File: src/hw/rtl/tksk_pkg.sv
// ----------------------------------------------------------------------------
// tksk_pkg: shared types and constants of the top-k score keeper
// Holds the op codes, the queue entry type and the default sizes.
// ----------------------------------------------------------------------------
`default_nettype none

package tksk_pkg;

    localparam int unsigned CAPACITY_DEF = 64;
    localparam int unsigned CMD_DEPTH    = 2;
    localparam logic [6:0]  KEEP_RESET   = 7'd64;

    // op codes of an input beat
    typedef enum logic [1:0] {
        OP_INSERT = 2'd0,
        OP_READ   = 2'd1,
        OP_CLEAR  = 2'd2,
        OP_NONE   = 2'd3
    } op_t;

    // command handed from the front to the back
    typedef struct packed {
        op_t         op;
        logic [15:0] score;
        logic [14:0] pack_no;
        logic [31:0] struct_offset;
        logic [15:0] start_pos;
    } cmd_t;

    // back-end sequencer states
    typedef enum logic [2:0] {
        ST_IDLE,
        ST_SCAN,
        ST_WRITE,
        ST_SEL,
        ST_EMIT,
        ST_EMPTY
    } state_t;

endpackage

`default_nettype wire

File: src/hw/rtl/tksk_front.sv
// ----------------------------------------------------------------------------
// tksk_front: input stage and command queue
// Accepts input beats, drops op 3, and queues commands for the back end.
// ----------------------------------------------------------------------------
`default_nettype none

module tksk_front (
    input  wire logic            clk,
    input  wire logic            rst_n,
    input  wire logic            in_valid,
    output logic                 in_ready,
    input  wire tksk_pkg::cmd_t  in_cmd,
    output logic                 cmd_valid,
    input  wire logic            cmd_ready,
    output tksk_pkg::cmd_t       cmd
);

    localparam int unsigned DEPTH = tksk_pkg::CMD_DEPTH;
    localparam int unsigned AW    = $clog2(DEPTH);

    tksk_pkg::cmd_t     q_mem [DEPTH];
    logic [AW-1:0]      wr_ptr_reg, rd_ptr_reg;
    logic [AW:0]        fill_reg;
    logic               push, pop;

    // queue control
    assign in_ready  = (fill_reg != (AW+1)'(DEPTH));
    assign cmd_valid = (fill_reg != '0);
    assign pop       = cmd_valid && cmd_ready;
    assign push      = in_valid && in_ready && (in_cmd.op != tksk_pkg::OP_NONE);
    assign cmd       = q_mem[rd_ptr_reg];

    // storage
    always_ff @(posedge clk)
    begin
        if (push)
        begin
            q_mem[wr_ptr_reg] <= in_cmd;
        end
    end

    // pointers
    always_ff @(posedge clk or negedge rst_n)
    begin
        if (!rst_n)
        begin
            wr_ptr_reg <= '0;
            rd_ptr_reg <= '0;
            fill_reg   <= '0;
        end
        else
        begin
            if (push)
            begin
                wr_ptr_reg <= (wr_ptr_reg == AW'(DEPTH-1)) ? '0 : wr_ptr_reg + 1'b1;
            end
            if (pop)
            begin
                rd_ptr_reg <= (rd_ptr_reg == AW'(DEPTH-1)) ? '0 : rd_ptr_reg + 1'b1;
            end
            fill_reg <= fill_reg + (AW+1)'(push) - (AW+1)'(pop);
        end
    end

endmodule

`default_nettype wire

File: config.mk
export PLATFORM = sky130hd
export DESIGN_NAME = tksk_front
export DESIGN_NICKNAME = d
export VERILOG_FILES = /design/src/hw/rtl/tksk_pkg.sv /design/src/hw/rtl/tksk_front.sv
export SDC_FILE = /design/constraint.sdc
export NUM_CORES = 1
export LEC_CHECK = 0
export ABC_AREA = 1
export BUFFER_PORTS_ARGS = -buffer_cell sky130_fd_sc_hd__buf_2
export CAP_MARGIN = 40
export CORE_MARGIN = 5
export CORE_UTILIZATION = 56
export CTS_BUF_LIST = sky130_fd_sc_hd__clkbuf_16
export CTS_CLUSTER_SIZE = 25
export DETAILED_ROUTE_END_ITERATION = 8
export GPL_ROUTABILITY_DRIVEN = 0
export PLACE_DENSITY = 0.85
export SETUP_SLACK_MARGIN = 0.4
export SLEW_MARGIN = 20
export SYNTH_ARGS = -nofsm -noshare
export SYNTH_HDL_FRONTEND = slang
export SYNTH_SLANG_ARGS = --single-unit
File: constraint.sdc
create_clock -name clk -period 7.07 [get_ports clk]
set_input_delay 1.0605 -clock clk [delete_from_list [all_inputs] [get_ports clk]]
set_output_delay 1.0605 -clock clk [all_outputs]
set_load 0.005 [all_outputs]
# After elaboration in Yosys (flattened, before gate mapping)
# Memories as Yosys holds them, arrays and structs flattened.
# Cells that the tools add are included.
# classes
n_addsub	4
n_eq_ne	2
mux	4
reduce_logical	4
# ops
op	n
$mux 1	4
$ne 2x2->1 const B	2
$logic_and 1x1->1	3
$add 1x1->1 const B	2
$add 2x1->2	1
$reduce_bool 2->1	1
$sub 2x1->2	1
# word_totals
register_bits	4
mem_bits_rw	162
inputBits	85
output_inout_bits	83
elab_cells	18
memories	1
# mem_list
memory	depth	word_bits	rd	rd_clocked_by_memory_dff	wr	line	text
q_mem	2	81	1	0	1	tksk_front.sv:21	tksk_pkg::cmd_t q_mem [DEPTH];

# Depth between registers and ports, before layout
# depth
ltp_word	5
depth_mapped	12

# Worst setup path after synthesis
# No wires, ideal clock.
# synth_timing
kind	input-to-reg
from	input in_cmd[79] in the netlist's numbering
to	memory q_mem[1][0] in the netlist's numbering, enable pin
setup_time_ps	521
t_arrival_ps	4656
t_required_ps	6549
setup_slack_ps	1893
path_stages	3
cell_sequence	nand2_1 nand3_2 nor2_1
# synth_via
elab_chain_cells	4
# synth_rtl
item	line	text
start, declared	tksk_front.sv:12	input wire tksk_pkg::cmd_t in_cmd,
$ne 2x2->1	tksk_front.sv:30	assign push = in_valid && in_ready && (in_cmd.op != tksk_pkg::OP_NONE);
$logic_and 1x1->1	tksk_front.sv:30	
$mux 1	tksk_front.sv:36	if (push)
$mux 1 (implied by the code)	tksk_front.sv:38	q_mem[wr_ptr_reg] <= in_cmd;
end, declared	tksk_front.sv:21	
# No other way between the ends.

==> flow_summary.rst <==
.. list-table::
   :header-rows: 1

   * - Metric
     - Value
   * - WHS
     - 0.440 ns
   * - Total Die Area
     - 13,200 um2
   * - Sum of negative setup slack
     - 0 ns
   * - Overall power after layout
     - 3.05 mW
   * - Ranking of synthesized cells by area
     - sky130_fd_sc_hd__edfxtp_1 (79%), sky130_fd_sc_hd__nand2_1 (16%), sky130_fd_sc_hd__clkbuf_8 (1.8%)
   * - Initial core utilization
     - 57.1%
   * - Period utilisation layout
     - 51.5%
   * - Maximum vdd drop
     - 0.000262 V
   * - Total of cells resized after clock tree synthesis
     - 0
   * - Root buffer cell
     - sky130_fd_sc_hd__clkbuf_16
   * - Max FO, Critical Path
     - 62
   * - Wire length of the first global-routing pass
     - 19,100 um
   * - Capturing element type of the critical path
     - primary output
   * - Min Tclk post-route
     - 3.64 ns
   * - Most used standard cell by instance count after synthesis
     - sky130_fd_sc_hd__nand2_1
   * - Post-Route Skew
     - 0.0147 ns
   * - Classification of the worst-slack hold path
     - input port to asynchronous set/reset pin
   * - Leading cell types by count after synthesis
     - sky130_fd_sc_hd__nand2_1 (256), sky130_fd_sc_hd__edfxtp_1 (162), sky130_fd_sc_hd__buf_2 (8), sky130_fd_sc_hd__clkbuf_8 (8), sky130_fd_sc_hd__inv_1 (8)
   * - Post-route worst setup slack
     - 3.43 ns
   * - Cells after Synth
     - 457
   * - Pin count of the biggest net entering global routing
     - 84
   * - Top-Level Pins
     - 168
   * - Number of pins with negative max-slew slack in the final report
     - 0
   * - Critical path startpoint category
     - flop
   * - Number of global-route vias before repair
     - 3,987
   * - Count of placed standard cells including taps
     - 753
   * - Length of the first detailed-routing pass in iterations
     - 4
   * - Critical Setup Path Class
     - flop to primary output
   * - Leakage power
     - 3.35 nW
   * - PortBufs
     - 167
   * - Clock insertion delay at the later pin of the skew report
     - 0.41 ns
   * - Number of failing hold endpoints at the final stage
     - 0
   * - Clock tree from TritonCTS
     - yes
   * - Final WL
     - 12,300 um
   * - Setup violations, final
     - 0
   * - All-Layer GR Usage
     - 19.3%
   * - Hold buffer count at cts
     - 0
   * - Area occupied by registers
     - 4970 um2
   * - Number of antenna violations at the first check in global routing
     - 1
   * - Filler Cell Count
     - 733
   * - Flip-flop count of the largest register after layout
     - 162
   * - Maximum Capacitance Violations
     - 0
   * - Number of post-CTS setup repair buffers
     - 0
   * - Clock tree buffer depth
     - 2
   * - Inserted Clock Buffers
     - 17
   * - Routed via count divided by cell count
     - 4.95
   * - Post-route cell area
     - 7710 um2
   * - Post-Syn Nets
     - 543
   * - Post-DP HPWL
     - 8160 um
   * - Avg Synthesized Cell Area
     - 13.5 um2
   * - Area growth, synth to finish
     - 24.6%
   * - Top achievable clock speed
     - 0.275 GHz
   * - Final net count
     - 719
   * - Vertical die dimension
     - 115 um
   * - Final standard cell utilization of the core
     - 71.1%
   * - Number of clock sinks seen by CTS
     - 166
   * - Proportion of synthesized chip area in sequential cells
     - 80.3%
   * - Dominant register cell in the synthesized netlist
     - sky130_fd_sc_hd__edfxtp_1
   * - Endpoint arrival time on the critical path
     - 2.58 ns
   * - Req. time, crit path
     - 6.01 ns
   * - Area taken by multi-input logic gates
     - 1030 um2
   * - Clock transition at the registers of the reported paths
     - 0.06 ns
   * - Outcome
     - completed
   * - Number of design-rule violations left by the first detailed-router iteration
     - 229
   * - DR vias
     - 3,894
   * - Fin cells
     - 787
   * - Place WS
     - 3.84 ns
   * - Pin slew with the least headroom to its limit
     - 0.648 ns
   * - Num rows
     - 38
   * - Cell Area, Synth
     - 6180 um2
   * - Warning count from the yosys run
     - 0
   * - DRC violations left
     - 0
   * - Area of the placeable core
     - 10,800 um2
   * - Share of synthesized registers carrying an async set or reset
     - 2.41%
   * - Routed length per placed instance
     - 15.7 um
   * - Gr ovfl total
     - 0
   * - Share of layout cells above drive strength 1
     - 32.4%
   * - Post-DRT Antenna Nets
     - 0
   * - Number of enable-type register cells in the synthesized netlist
     - 162
   * - Unrepaired setup endpoints after global routing
     - no
   * - Number of unique standard cell types used by synthesis
     - 16
   * - Total power divided by cell area
     - 395 nW/um2
   * - Cell area after placement
     - 7130 um2
   * - Worst rel slew slack
     - 56.8%
   * - Share of the synthesized area in the top cell type
     - 78.7%
   * - Post-synthesis sequential element count
     - 166
   * - Cell taking the most area after synthesis
     - sky130_fd_sc_hd__edfxtp_1
   * - Number of H-tree levels
     - 4
   * - X dimension of the die
     - 115 um
==> worst max-delay path, stage by stage, from the launching register on <==
cell	delay (ns)
sky130_fd_sc_hd__dfrtp_2	0.38
sky130_fd_sc_hd__buf_4	0.26
sky130_fd_sc_hd__buf_12	0.23
sky130_fd_sc_hd__inv_2	0.27
sky130_fd_sc_hd__buf_4	0.60
sky130_fd_sc_hd__nand2_1	0.16
sky130_fd_sc_hd__nand2_1	0.11
sky130_fd_sc_hd__buf_2	0.12
==> kinds of logic after synthesis <==
kind of cell / count (synthesis) / synth area share, %
simple gates: 263 / 16.2
buf+inv: 26 / 3.16
flops: 166 / 80.3
xor+xnor: 1 / 0.142
fa+ha+maj: 1 / 0.202
==> cell usage in the layout, fill, tap and decap left out <==
| cell type | n |
|---|---|
| sky130_fd_sc_hd__clkinv_1 | 2 |
| sky130_fd_sc_hd__buf_4 | 4 |
| sky130_fd_sc_hd__xor2_1 | 1 |
| sky130_fd_sc_hd__ha_1 | 1 |
| sky130_fd_sc_hd__nand3_1 | 1 |
| sky130_fd_sc_hd__dfrtp_1 | 3 |
| sky130_fd_sc_hd__nand3_2 | 1 |
| sky130_fd_sc_hd__buf_12 | 1 |
| sky130_fd_sc_hd__edfxtp_1 | 162 |
| sky130_fd_sc_hd__buf_2 | 167 |
| sky130_fd_sc_hd__dfrtp_2 | 1 |
| sky130_fd_sc_hd__clkinv_4 | 3 |
| sky130_fd_sc_hd__nor2_4 | 1 |
| sky130_fd_sc_hd__nand3b_1 | 1 |
| sky130_fd_sc_hd__clkinvlp_4 | 3 |
| sky130_fd_sc_hd__nand4_1 | 1 |
| sky130_fd_sc_hd__clkbuf_16 | 17 |
| sky130_fd_sc_hd__inv_6 | 4 |
| sky130_fd_sc_hd__nor2_2 | 1 |
| sky130_fd_sc_hd__inv_1 | 8 |
| sky130_fd_sc_hd__clkinv_2 | 2 |
| sky130_fd_sc_hd__bufinv_16 | 1 |
| sky130_fd_sc_hd__inv_2 | 1 |
| sky130_fd_sc_hd__diode_2 | 1 |
| sky130_fd_sc_hd__buf_16 | 2 |
| sky130_fd_sc_hd__nand2_1 | 256 |
| sky130_fd_sc_hd__nor2_1 | 1 |
==> cell type report <==
class	instances	share of cell area [%]
diodes	1	0.0325
clock buffers	17	5.52
clock inverters	15	1.69
inverters	9	0.455
multi-input cells	265	13.4
flip-flops and latches	166	64.4
well taps	140	2.27
repair buffers	174	12.2
==> routing by layer <==
metal / global-route usage (%) / vias to the layer above / routed length (um)
li1: - / 1889 / -
met5: 0 / - / 0
met4: 8.84 / 0 / 208
met3: 5.11 / 12 / 889
met1: 21.0 / 1845 / 4460
met2: 34.9 / 148 / 6780
==> power breakdown <==
part	total [mW]	leakage, nW	internal (mW)	switching, mW
sequential	1.33	1.54	1.29	0.0437
clock	0.848	0.267	0.485	0.363
combinational	0.869	1.55	0.319	0.550
total	3.05	3.35	2.09	0.956
==> worst paths after layout <==
check / startpoint / end / slack [ns] / depth (start not counted)
worst max-delay path: rd_ptr_reg / cmd[71] / 3.43 / 7
worst min-delay path: rst_n / wr_ptr_reg / 0.44 / 1
worst max register to register: fill_reg[1] / q_mem[1][1] / 4.99 / 4
worst min register to register: wr_ptr_reg / wr_ptr_reg / 0.49 / 2
max in group asynchronous: rst_n / rd_ptr_reg / 6.48 / 1
min in group clk: wr_ptr_reg / wr_ptr_reg / 0.49 / 2
Note: power is estimated with default switching activity, not from simulation.
